**config.mk**
```make
export PLATFORM = sky130hd
export DESIGN_NAME = button_click_detector_core
export DESIGN_NICKNAME = d
export VERILOG_FILES = /design/src/rtl/bcd_pkg.sv /design/src/rtl/bcd_debounce.sv /design/src/rtl/bcd_click_fsm.sv /design/src/rtl/button_click_detector_core.sv
export SDC_FILE = /design/constraint.sdc
export NUM_CORES = 1
export LEC_CHECK = 0
export BUFFER_PORTS_ARGS = -buffer_cell sky130_fd_sc_hd__buf_2
export CAP_MARGIN = 20
export CORE_UTILIZATION = 55
export CTS_CLUSTER_SIZE = 8
export DETAILED_ROUTE_END_ITERATION = 12
export GPL_TIMING_DRIVEN = 0
export PLACE_DENSITY = 0.7
export SLEW_MARGIN = 0
export SYNTH_ARGS = -nofsm -noshare
export SYNTH_HDL_FRONTEND = slang
export SYNTH_SLANG_ARGS = --single-unit
export TNS_END_PERCENT = 1
```
**constraint.sdc**
```tcl
create_clock -name aclk -period 6 [get_ports aclk]
set_input_delay 0.3 -clock aclk [delete_from_list [all_inputs] [get_ports aclk]]
set_output_delay 0.3 -clock aclk [all_outputs]
set_load 0.005 [all_outputs]
```
**src/rtl/bcd_pkg.sv**
```systemverilog
`timescale 1ns / 1ps
// ----------------------------------------------------------------------------
// bcd_pkg
// Shared types, codes and helpers for the button click detector.
// ----------------------------------------------------------------------------
package bcd_pkg;

    localparam int TIME_BITS = 32;

    typedef logic [TIME_BITS-1:0] tstamp_t;

    localparam logic [1:0] CFG_DEBOUNCE_TIME   = 2'd0;
    localparam logic [1:0] CFG_CLICK_GAP       = 2'd1;
    localparam logic [1:0] CFG_LONG_PRESS_TIME = 2'd2;
    localparam logic [1:0] CFG_ACTIVE_LOW      = 2'd3;

    localparam logic [15:0] DEBOUNCE_TIME_RST   = 16'd50;
    localparam logic [15:0] CLICK_GAP_RST       = 16'd400;
    localparam logic [15:0] LONG_PRESS_TIME_RST = 16'd800;
    localparam logic        ACTIVE_LOW_RST      = 1'b1;

    localparam logic [1:0] EV_NONE       = 2'd0;
    localparam logic [1:0] EV_SINGLE     = 2'd1;
    localparam logic [1:0] EV_DOUBLE     = 2'd2;
    localparam logic [1:0] EV_LONG_START = 2'd3;

    typedef struct packed {
        logic [15:0] debounce_time;
        logic [15:0] click_gap;
        logic [15:0] long_press_time;
        logic        active_low;
    } cfg_t;

    // millisecond input stamp to the internal wrap width
    function automatic tstamp_t to_tstamp(input logic [31:0] ms);
        logic [63:0] wide;
        wide = {32'd0, ms};
        return wide[TIME_BITS-1:0];
    endfunction

    // 16-bit interval register to the internal wrap width
    function automatic tstamp_t cfg_to_tstamp(input logic [15:0] val);
        logic [63:0] wide;
        wide = {48'd0, val};
        return wide[TIME_BITS-1:0];
    endfunction

endpackage

```
**src/rtl/bcd_debounce.sv**
```systemverilog
`timescale 1ns / 1ps
// ----------------------------------------------------------------------------
// bcd_debounce
// Polarity fix-up and time-based debounce of the sampled button level.
// ----------------------------------------------------------------------------
module bcd_debounce (
    input  logic              aclk,
    input  logic              aresetn,
    input  logic              en,
    input  logic              raw_level,
    input  bcd_pkg::tstamp_t  now,
    input  bcd_pkg::cfg_t     cfg,
    output logic              stable_next
);

    logic             last_sample_reg, last_sample_next;
    logic             sample_seen_reg, sample_seen_next;
    bcd_pkg::tstamp_t change_time_reg, change_time_next;
    logic             stable_reg;
    logic             sample;
    bcd_pkg::tstamp_t elapsed;

    assign sample  = raw_level ^ cfg.active_low;
    assign elapsed = now - change_time_reg;

    always_comb begin
        last_sample_next = last_sample_reg;
        sample_seen_next = sample_seen_reg;
        change_time_next = change_time_reg;
        stable_next      = stable_reg;
        if (!sample_seen_reg || (sample != last_sample_reg)) begin
            last_sample_next = sample;
            sample_seen_next = 1'b1;
            change_time_next = now;
        end else if (elapsed >= bcd_pkg::cfg_to_tstamp(cfg.debounce_time)) begin
            stable_next = sample;
        end
    end

    always_ff @(posedge aclk) begin
        if (!aresetn) begin
            last_sample_reg <= 1'b0;
            sample_seen_reg <= 1'b0;
            change_time_reg <= '0;
            stable_reg      <= 1'b0;
        end else if (en) begin
            last_sample_reg <= last_sample_next;
            sample_seen_reg <= sample_seen_next;
            change_time_reg <= change_time_next;
            stable_reg      <= stable_next;
        end
    end

endmodule

```
**src/rtl/bcd_click_fsm.sv**
```systemverilog
`timescale 1ns / 1ps
// ----------------------------------------------------------------------------
// bcd_click_fsm
// Click, double-click and long-press state machine on the debounced level.
// ----------------------------------------------------------------------------
module bcd_click_fsm (
    input  logic              aclk,
    input  logic              aresetn,
    input  logic              en,
    input  logic              act,
    input  bcd_pkg::tstamp_t  now,
    input  bcd_pkg::cfg_t     cfg,
    output logic [1:0]        event_next
);

    typedef enum logic [2:0] {
        ST_IDLE     = 3'd0,
        ST_DOWN     = 3'd1,
        ST_UP       = 3'd2,
        ST_COUNT    = 3'd3,
        ST_HELD     = 3'd4,
        ST_HELD_END = 3'd5
    } state_t;

    state_t           state_reg, state_next;
    logic [1:0]       count_reg, count_next;
    bcd_pkg::tstamp_t start_reg, start_next;
    bcd_pkg::tstamp_t wait_ms;

    assign wait_ms = now - start_reg;

    always_comb begin
        state_next = state_reg;
        count_next = count_reg;
        start_next = start_reg;
        event_next = bcd_pkg::EV_NONE;
        case (state_reg)
            ST_IDLE: begin
                if (act) begin
                    state_next = ST_DOWN;
                    start_next = now;
                    count_next = 2'd0;
                end
            end
            ST_DOWN: begin
                if (!act) begin
                    state_next = ST_UP;
                    start_next = now;
                end else if (wait_ms > bcd_pkg::cfg_to_tstamp(cfg.long_press_time)) begin
                    event_next = bcd_pkg::EV_LONG_START;
                    state_next = ST_HELD;
                end
            end
            ST_UP: begin
                if (count_reg != 2'd3) begin
                    count_next = count_reg + 2'd1;
                end
                state_next = ST_COUNT;
            end
            ST_COUNT: begin
                if (act) begin
                    state_next = ST_DOWN;
                    start_next = now;
                end else if ((wait_ms >= bcd_pkg::cfg_to_tstamp(cfg.click_gap))
                             || (count_reg == 2'd2)) begin
                    if (count_reg == 2'd1) begin
                        event_next = bcd_pkg::EV_SINGLE;
                    end else if (count_reg == 2'd2) begin
                        event_next = bcd_pkg::EV_DOUBLE;
                    end
                    state_next = ST_IDLE;
                    count_next = 2'd0;
                    start_next = '0;
                end
            end
            ST_HELD: begin
                if (!act) begin
                    state_next = ST_HELD_END;
                    start_next = now;
                end
            end
            ST_HELD_END: begin
                state_next = ST_IDLE;
                count_next = 2'd0;
                start_next = '0;
            end
            default: begin
                state_next = ST_IDLE;
            end
        endcase
    end

    always_ff @(posedge aclk) begin
        if (!aresetn) begin
            state_reg <= ST_IDLE;
            count_reg <= 2'd0;
            start_reg <= '0;
        end else if (en) begin
            state_reg <= state_next;
            count_reg <= count_next;
            start_reg <= start_next;
        end
    end

endmodule

```
**src/rtl/button_click_detector_core.sv**
```systemverilog
`timescale 1ns / 1ps
// A sample is held in the input register, then its result is registered on m_tdata.
// Throughput: one sample per cycle unless the sink stalls; the input register refills
// as the result is taken. Each result depends on state left by the previous sample.
// Reset (aresetn low, synchronous): pipeline empties, settings return to defaults,
// debounce and click state return to idle with an inactive level.
// ----------------------------------------------------------------------------
// button_click_detector_core
// Debounced button sampler reporting single, double click and long press.
// ----------------------------------------------------------------------------
module button_click_detector_core (
    input  logic        aclk,
    input  logic        aresetn,
    input  logic        s_tvalid,
    output logic        s_tready,
    input  logic [39:0] s_tdata,    // [0] raw_level, [32:1] now_ms, [39:33] zero
    output logic        m_tvalid,
    input  logic        m_tready,
    output logic [7:0]  m_tdata,    // [1:0] event_res, [2] pressed, [7:3] zero
    input  logic        cfg_valid,
    output logic        cfg_ready,
    input  logic [1:0]  cfg_index,
    input  logic [15:0] cfg_data
);

    bcd_pkg::cfg_t    cfg_reg;
    logic             in_valid_reg;
    logic             in_raw_reg;
    logic [31:0]      in_now_reg;
    logic             m_valid_reg;
    logic [7:0]       m_data_reg;
    logic             advance;
    logic             pressed_next;
    logic [1:0]       event_next;
    bcd_pkg::tstamp_t now;

    assign advance   = in_valid_reg && (!m_valid_reg || m_tready);
    assign s_tready  = !in_valid_reg || advance;
    assign cfg_ready = 1'b1;
    assign m_tvalid  = m_valid_reg;
    assign m_tdata   = m_data_reg;
    assign now       = bcd_pkg::to_tstamp(in_now_reg);

    always_ff @(posedge aclk) begin
        if (!aresetn) begin
            in_valid_reg            <= 1'b0;
            m_valid_reg             <= 1'b0;
            cfg_reg.debounce_time   <= bcd_pkg::DEBOUNCE_TIME_RST;
            cfg_reg.click_gap       <= bcd_pkg::CLICK_GAP_RST;
            cfg_reg.long_press_time <= bcd_pkg::LONG_PRESS_TIME_RST;
            cfg_reg.active_low      <= bcd_pkg::ACTIVE_LOW_RST;
        end else begin
            if (s_tready) begin
                in_valid_reg <= s_tvalid;
            end
            if (advance) begin
                m_valid_reg <= 1'b1;
            end else if (m_tready) begin
                m_valid_reg <= 1'b0;
            end
            if (cfg_valid) begin
                case (cfg_index)
                    bcd_pkg::CFG_DEBOUNCE_TIME:   cfg_reg.debounce_time   <= cfg_data;
                    bcd_pkg::CFG_CLICK_GAP:       cfg_reg.click_gap       <= cfg_data;
                    bcd_pkg::CFG_LONG_PRESS_TIME: cfg_reg.long_press_time <= cfg_data;
                    bcd_pkg::CFG_ACTIVE_LOW:      cfg_reg.active_low      <= cfg_data[0];
                    default: begin
                    end
                endcase
            end
        end
    end

    always_ff @(posedge aclk) begin
        if (s_tvalid && s_tready) begin
            in_raw_reg <= s_tdata[0];
            in_now_reg <= s_tdata[32:1];
        end
        if (advance) begin
            m_data_reg <= {5'd0, pressed_next, event_next};
        end
    end

    bcd_debounce u_debounce (
        .aclk        (aclk),
        .aresetn     (aresetn),
        .en          (advance),
        .raw_level   (in_raw_reg),
        .now         (now),
        .cfg         (cfg_reg),
        .stable_next (pressed_next)
    );

    bcd_click_fsm u_click_fsm (
        .aclk       (aclk),
        .aresetn    (aresetn),
        .en         (advance),
        .act        (pressed_next),
        .now        (now),
        .cfg        (cfg_reg),
        .event_next (event_next)
    );

endmodule

```
---- Word level (Yosys, flattened, before mapping) ----
Index checks and enable logic that the tools add are counted.
cells by class
  div/mod/pow operators ................... 0
  equal/unequal tests ..................... 20
  reduce and logical (&&, ||, !) cells .... 23
  bitwise logic cells ..................... 1
  order comparisons ....................... 3
  $add $sub $neg .......................... 3
  multiplexer cells ....................... 28
  $mul .................................... 0
  shift-type cells ........................ 0
operator list
  operator                                                          number
  32-bit two-way mux                                                4
  32-bit case mux with 4 select lines                               1
  32-bit by 16-bit >= comparator with 1-bit output                  2
  32-bit subtractor                                                 2
  32-bit by 16-bit greater-than comparator with 1-bit output        1
  2-bit two-way mux                                                 10
  3-bit two-way mux                                                 6
  3-bit case mux with 5 select lines                                1
  2-bit != test (second input constant)                             5
  2-bit AND reduction                                               5
  5-bit AND reduction                                               2
  2-bit case mux with 4 select lines                                1
  4-bit nonzero test                                                2
  2-bit == test (second input constant)                             3
  3-bit by 2-bit == test with 1-bit output (second input constant)  2
  3-bit == test (second input constant)                             2
  3-bit by 2-bit != test with 1-bit output (second input constant)  2
  6-bit AND reduction                                               1
  2-bit by 1-bit == test with 1-bit output (second input constant)  2
  1-bit logical OR                                                  4
  1-bit two-way mux                                                 4
  2-bit by 1-bit != test with 1-bit output (second input constant)  2
  2-bit case mux with 2 select lines                                1
  3-bit by 1-bit == test with 1-bit output (second input constant)  1
  9 further kinds                                                   12
storage, ports and cells
  bits in latches ......................... 0
  memory bits (writable) .................. 0
  input port bits ......................... 63
  memories ................................ 0
  bits in read-only memories .............. 0
  register bits after elaboration ......... 159

---- Logic depth before layout (Yosys ltp) ----
  depth in word-level cells ............... 6
  gate-level depth with buffers ........... 24
  mapped depth without buffers ............ 23

---- By module ----
Synthesis repeated with hierarchy kept, for this count alone.
second synthesis, totals
  cell total of the unflattened synthesis .. 1408
  area, all modules ....................... 11716.2 µm²
modules (own cells, without submodules)
  module                      instances  cells each  area each (µm²)
  bcd_click_fsm               1          645         4844.6
  bcd_debounce                1          522         3759.9
  button_click_detector_core  1          241         3111.7

---- Worst setup path before layout ----
No wires, ideal clock.
  path kind ............................... register -> register
  from .................................... reg in_now_reg[3]
  to ...................................... reg u_click_fsm.start_reg[0]
  stages on the path, launching flop included .. 23
  setup slack ............................. 1.029 ns
  period minus slack after synthesis ...... 4.971 ns
  setup time .............................. 0.117 ns
  arrival time ............................ 4.853 ns
  required time ........................... 5.883 ns
  buffers on the path ..................... 2
  cell sequence ........................... edfxtp_1 ha_1 and2_1 a221oi_2 nand2_1 and2_1 a21oi_1 xnor2_1 ha_1 a21o_1 a21o_1 a211o_1 a211oi_1 nand4_1 a311oi_2 nand4_1 nor4_4 mux2i_1 buf_6 mux2i_4 a31oi_4 buf_6 a32o_2
on the way
  word-level cells in the longest chain between the ends .. 6
  elaborated cells on any way between the ends .. 13
  those cells by class .................... add/sub (2); order compare (2); eq/ne (3); mux (4); reduce/logical (2)
RTL lines
  what                                                                                         RTL line                          source
  from (decl)                                                                                  button_click_detector_core.sv:29  logic [31:0] in_now_reg;
  from (signal assigned)                                                                       button_click_detector_core.sv:77  in_now_reg <= s_tdata[32:1];
  32-bit subtractor                                                                            bcd_debounce.sv:24                assign elapsed = now - change_time_reg;
  32-bit by 16-bit >= comparator with 1-bit output                                             bcd_debounce.sv:35                end else if (elapsed >= bcd_pkg::cfg_to_tstamp(cfg.debounce_time)) begin
  1-bit two-way mux                                                                            bcd_debounce.sv:35
  1-bit two-way mux                                                                            bcd_debounce.sv:31                if (!sample_seen_reg || (sample != last_sample_reg)) begin
  3-bit by 2-bit != test with 1-bit output (no source line), or another cell as far along      --
  5-bit AND reduction (no source line) or 32-bit case mux with 4 select lines (tied branches)  --
  to (signal assigned)                                                                         bcd_click_fsm.sv:101              start_reg <= start_next;
  to (decl)                                                                                    bcd_click_fsm.sv:27               bcd_pkg::tstamp_t start_reg, start_next;
Several ways; a longest one is shown, not always the timed one.
A chain may end at the register's enable or synchronous reset.

---- Final worst setup path ----
  from .................................... reg in_now_reg[4]
  to ...................................... reg u_click_fsm.start_reg[27]
on the way
  word-level cells in the longest chain between the ends .. 6
  elaborated cells on any way between the ends .. 13
  those cells by class .................... add/sub (2); order compare (2); eq/ne (3); mux (4); reduce/logical (2)
RTL lines
  what                                                                                         RTL line                          source
  32-bit subtractor (*)                                                                        bcd_debounce.sv:24
  32-bit by 16-bit >= comparator with 1-bit output (*)                                         bcd_debounce.sv:35
  1-bit two-way mux (*)                                                                        bcd_debounce.sv:35
  1-bit two-way mux (*)                                                                        bcd_debounce.sv:31
  via pressed_next                                                                             button_click_detector_core.sv:33  logic pressed_next;
  3-bit by 2-bit != test with 1-bit output (no source line), or another cell as far along      --
  5-bit AND reduction (no source line) or 32-bit case mux with 4 select lines (tied branches)  --
The timed path passes the listed nets; every way through them passes the cells marked *.

==> tab_implementation.tex <==
\begin{tabular}{lr}
\hline
Metric & Value \\
\hline
\multicolumn{2}{l}{\textbf{Synthesis}} \\
\quad Async S/R FF share, synth & 0\% \\
\quad Post-synthesis adder-cell area fraction & 13.0\% \\
\quad Flops \& latches, synth & 159 \\
\quad Count of yosys warnings during synthesis & 0 \\
\quad Complex-gate fraction of the synthesized area & 26.0\% \\
\quad Post-Syn Instances & between 1000 and 1500 \\
\quad Synth Flop Type & dfxtp\_1 \\
\quad Synth Area in Simple Gates & between 10\% and 20\% \\
\quad Number of enable flip-flop cells after synthesis & 36 \\
\quad Avg Synthesized Cell Area & approximately 8.4 sq um \\
\quad Cell area after synthesis & 11300 sq um \\
\quad Synth cell types & 94 \\
\quad Sequential area share after synthesis & 31.5\% \\
\quad Post-Synth XOR/XNOR Area & 3.66\% \\
\quad Dominant combinational cell family by area after synthesis & compound AO/OA/AOI/OAI gates \\
\quad Share of cell area taken by muxes after synthesis & 1.18\% \\
\multicolumn{2}{l}{\textbf{Global routing}} \\
\quad Aggregate global-route resource usage & 29.3\% \\
\quad GR Overflow Total & 0 \\
\quad Number of antenna violations at the first check in global routing & 1 \\
\quad Via count of the first global-routing pass & 9396 \\
\quad Pin count of the biggest net entering global routing & 34 \\
\quad Global-route wire length before repair & 48.7 mm \\
\multicolumn{2}{l}{\textbf{Floorplanning}} \\
\quad Io pins & 74 \\
\quad Site row count & a little over 50 \\
\quad Area enclosed by the die boundary & 21000 sq um \\
\quad Starting density of the core & between 50\% and 60\% \\
\quad Vert. Die Dim & 145 um \\
\quad Placeable Area & between 15000 and 20000 sq um \\
\quad Chip width & approximately 150 um \\
\multicolumn{2}{l}{\textbf{Placed design}} \\
\quad Count of port buffers added during placement & 60 \\
\quad Post-placement setup slack & 192 ps \\
\quad Final GP Congestion & 0.957 \\
\quad Inst Count DP & 1673 \\
\quad Placed wire-length estimate after detailed placement & 24.0 mm \\
\multicolumn{2}{l}{\textbf{Route}} \\
\quad WL final & 30.7 mm \\
\quad Detail Route met3 WL & 1.99 mm \\
\quad DRT Pass-1 Iters & 5 \\
\quad WL met1 & 14.3 mm \\
\quad Top routing layer in use & met4 \\
\quad Initial DRC count & 857 \\
\quad Met2 Routed Length & 13.7 mm \\
\quad Remaining number of nets flagged by the antenna check after routing & 0 \\
\quad Wire per inst & about 18 um \\
\quad DRC errors left & 0 \\
\quad Post-detailed-route via-to-cell ratio & 5.86 \\
\quad Vias & approximately 10000 \\
\multicolumn{2}{l}{\textbf{Worst setup path}} \\
\quad CP max FO & 10 \\
\quad Required arrival time at the worst endpoint & between 6000 and 7000 ps \\
\quad Critical Path Max Stage Delay & 480 ps \\
\quad Cells along the critical path & ha\_1 -> and2\_1 -> a221oi\_2 -> nand2\_1 -> and2\_1 -> a21oi\_1 -> xnor2\_1 -> ha\_1 -> a21o\_1 -> a21o\_1 -> a211o\_1 -> a211oi\_1 -> nand4\_1 -> a311oi\_2 -> nand4\_1 -> nor4\_4 -> buf\_4 -> mux2i\_1 -> inv\_1 -> o21a\_4 -> o211ai\_4 -> buf\_12 -> buf\_8 -> a32o\_2 \\
\quad Buf/Inv on CP & 4 \\
\quad Cell with the largest stage delay on the worst path & edfxtp\_1 \\
\quad Worst Setup End Kind & register \\
\quad Kind of start point of the critical path & register \\
\quad Worst Path Class, Setup & reg -> reg \\
\quad Category of cells accounting for the largest share of critical-path delay & compound AO/OA/AOI/OAI gates \\
\quad Worst path arrival time & 6080 ps \\
\multicolumn{2}{l}{\textbf{STA}} \\
\quad Setup repair after global routing missed its margin & no \\
\quad Total Neg Setup Slack & 0 ps \\
\quad Worst-margin pin slew & between 1000 and 1500 ps \\
\quad Final number of hold-violating endpoints & 0 \\
\quad Clock skew & $\sim$14 ps \\
\quad Fin. max-slew vios & 0 \\
\quad Final-report setup violation count & 0 \\
\quad Max-Slew Margin vs Limit & 25.4\% \\
\quad Min Clock Period, post-route & 5720 ps \\
\quad Fmax achieved & approximately 170 MHz \\
\quad Crit path setup slack, layout & 285 ps \\
\quad Share of the clock period used by the worst path & 95.3\% \\
\multicolumn{2}{l}{\textbf{Status}} \\
\quad Result of the run & finished, final reports clean \\
\multicolumn{2}{l}{\textbf{CTS}} \\
\quad Buffer type at the clock tree root & clkbuf\_16 \\
\quad Clock buffer count from CTS & 17 \\
\quad Clock tree from TritonCTS & built \\
\quad Total of hold buffers inserted after clock tree synthesis & 0 \\
\quad Clock tree buffer depth & 2 \\
\quad Clock sinks & 159 \\
\quad Clock Pin Slew Worst Setup and Hold Paths & 70 ps \\
\quad Number of H-tree levels & 4 \\
\quad Clock insertion delay at the later pin of the skew report & $\sim$430 ps \\
\multicolumn{2}{l}{\textbf{Hold path}} \\
\quad Classification of the worst-slack hold path & in -> reg \\
\multicolumn{2}{l}{\textbf{Power}} \\
\quad Leakage power & 4.97 nW \\
\quad Power density of the placed cells & 235 nW/um\^{}2 \\
\quad Total chip power & 2.93 mW \\
\quad IR Drop Worst-Case VDD & 0.181 mV \\
\multicolumn{2}{l}{\textbf{Final layout}} \\
\quad Most frequent standard cell in the layout excluding fill and tap cells & nand2\_1 \\
\quad Layout overhead on the synthesized area & 11.1\% \\
\quad Top library cells by usage in the layout, fill and taps aside & nand2\_1 (233), inv\_1 (131), dfxtp\_1 (123), ha\_1 (114), a21oi\_1 (86) \\
\quad Fraction of final layout cells sized beyond drive strength 1 & roughly an eighth \\
\quad Antenna diodes & 0 \\
\quad Number of filler instances in the final layout & 1775 \\
\quad Final-stage net count & 1608 \\
\quad Flip-flop count of the largest register after layout & just under 50 \\
\quad Fin cells & 1707 \\
\multicolumn{2}{l}{\textbf{Job}} \\
\quad Max Cap Violations & 0 \\
\hline
\end{tabular}
-- power by group --
| part | switching, mW | internal [mW] |
|---|---|---|
| combinational | 0.420 | 0.272 |
| sequential | 0.0383 | 1.14 |
| clock | 0.492 | 0.571 |
-- path summary, 6_finish.rpt --
path                             startpoint                        endpoint  slack (ps)  cells after the start
min                             s_tdata[19]                  in_now_reg[18]          40                      1
min reg2reg  u_debounce.change_time_reg[17]  u_debounce.change_time_reg[17]         460                      2
max                           in_now_reg[4]       u_click_fsm.start_reg[27]         280                     24
max reg2reg                   in_now_reg[4]       u_click_fsm.start_reg[27]         280                     24
-- layer usage --
metal | vias up | GRT usage [%]
met2 | 308 | 47.4
met4 | 0 | 8.14
met5 | - | 0
met3 | 56 | 5.06
li1 | 4946 | -
met1 | 4699 | 40.1
-- layout make-up --
cell class,count,area (sq um),area share [%]
Tap cell,265,332,2.65
Inverter,132,495,3.96
Timing Repair Buffer,62,328,2.62
Clock buffer,20,457,3.65
Buffer,61,345,2.76
Sequential cell,159,3540,28.3
Multi-Input combinational cell,996,6890,55.1
Clock inverter,12,116,0.931
-- synthesized netlist by cell type (all sizes together), types with 4 or more instances --
cell	count	share of area [%]
a21oi	91	4.2
a31oi	10	0.82
a221oi	4	0.42
nand3	26	1.2
a211oi	7	0.51
o21bai	6	0.40
nor2b	12	0.67
nand2b	10	0.56
o21a	22	1.5
nor3	16	0.71
o21ai	60	2.7
a211o	5	0.39
a221o	4	0.36
o211ai	22	1.6
a21o	20	1.3
edfxtp	36	9.6
clkbuf	26	0.87
xor2	17	1.3
nand2	234	7.8
and2	6	0.33
ha	114	13
buf	35	2.2
or3	5	0.28
mux2i	12	1.2
dfxtp	123	22
nor2	56	1.9
a21boi	74	4.9
and3	6	0.34
inv	131	4.4
a32o	33	3.3
xnor2	30	2.3
nor4	8	0.77
nand4	27	1.6
a2111oi	4	0.66
-- through the flow --
step           util [%]  instance area, sq um  hold slack (ps)
6_report           63.2                 12500             41.3
5_1_grt            63.2                 12500             27.2
4_1_cts            63.1                 12500             33.4
3_5_place_dp       60.2                 11900              459
3_3_place_gp       60.2                 11900              450
2_1_floorplan         -                 11300              399
-- timing repair --
| item | in CTS | in global routing |
|---|---|---|
| resized for setup | 0 | 0 |
| endpoints found under the setup margin | 0 | 32 |
| buffers inserted | 0 | 2 |
-- cells by family after synthesis --
kind of cell,Yosys count
buffers and inverters,193
other,2
and+or+nand+nor,419
DFF,159
adders and majority gates,116
muxes,12
xor gates and xnor gates,47
AOI/OAI and AO/OA,396
-- worst register-to-register path: stages (launching register included) --
cell and delay, ps:
edfxtp_1 480, ha_1 420, and2_1 200, a221oi_2 320
nand2_1 110, and2_1 210, a21oi_1 180, xnor2_1 160
ha_1 270, a21o_1 180, a21o_1 180, a211o_1 330
a211oi_1 300, nand4_1 180, a311oi_2 270, nand4_1 170
nor4_4 150, buf_4 190, mux2i_1 270, inv_1 180
o21a_4 230, o211ai_4 200, buf_12 150, buf_8 140
a32o_2 170
Note: power is estimated with default switching activity, not from simulation.
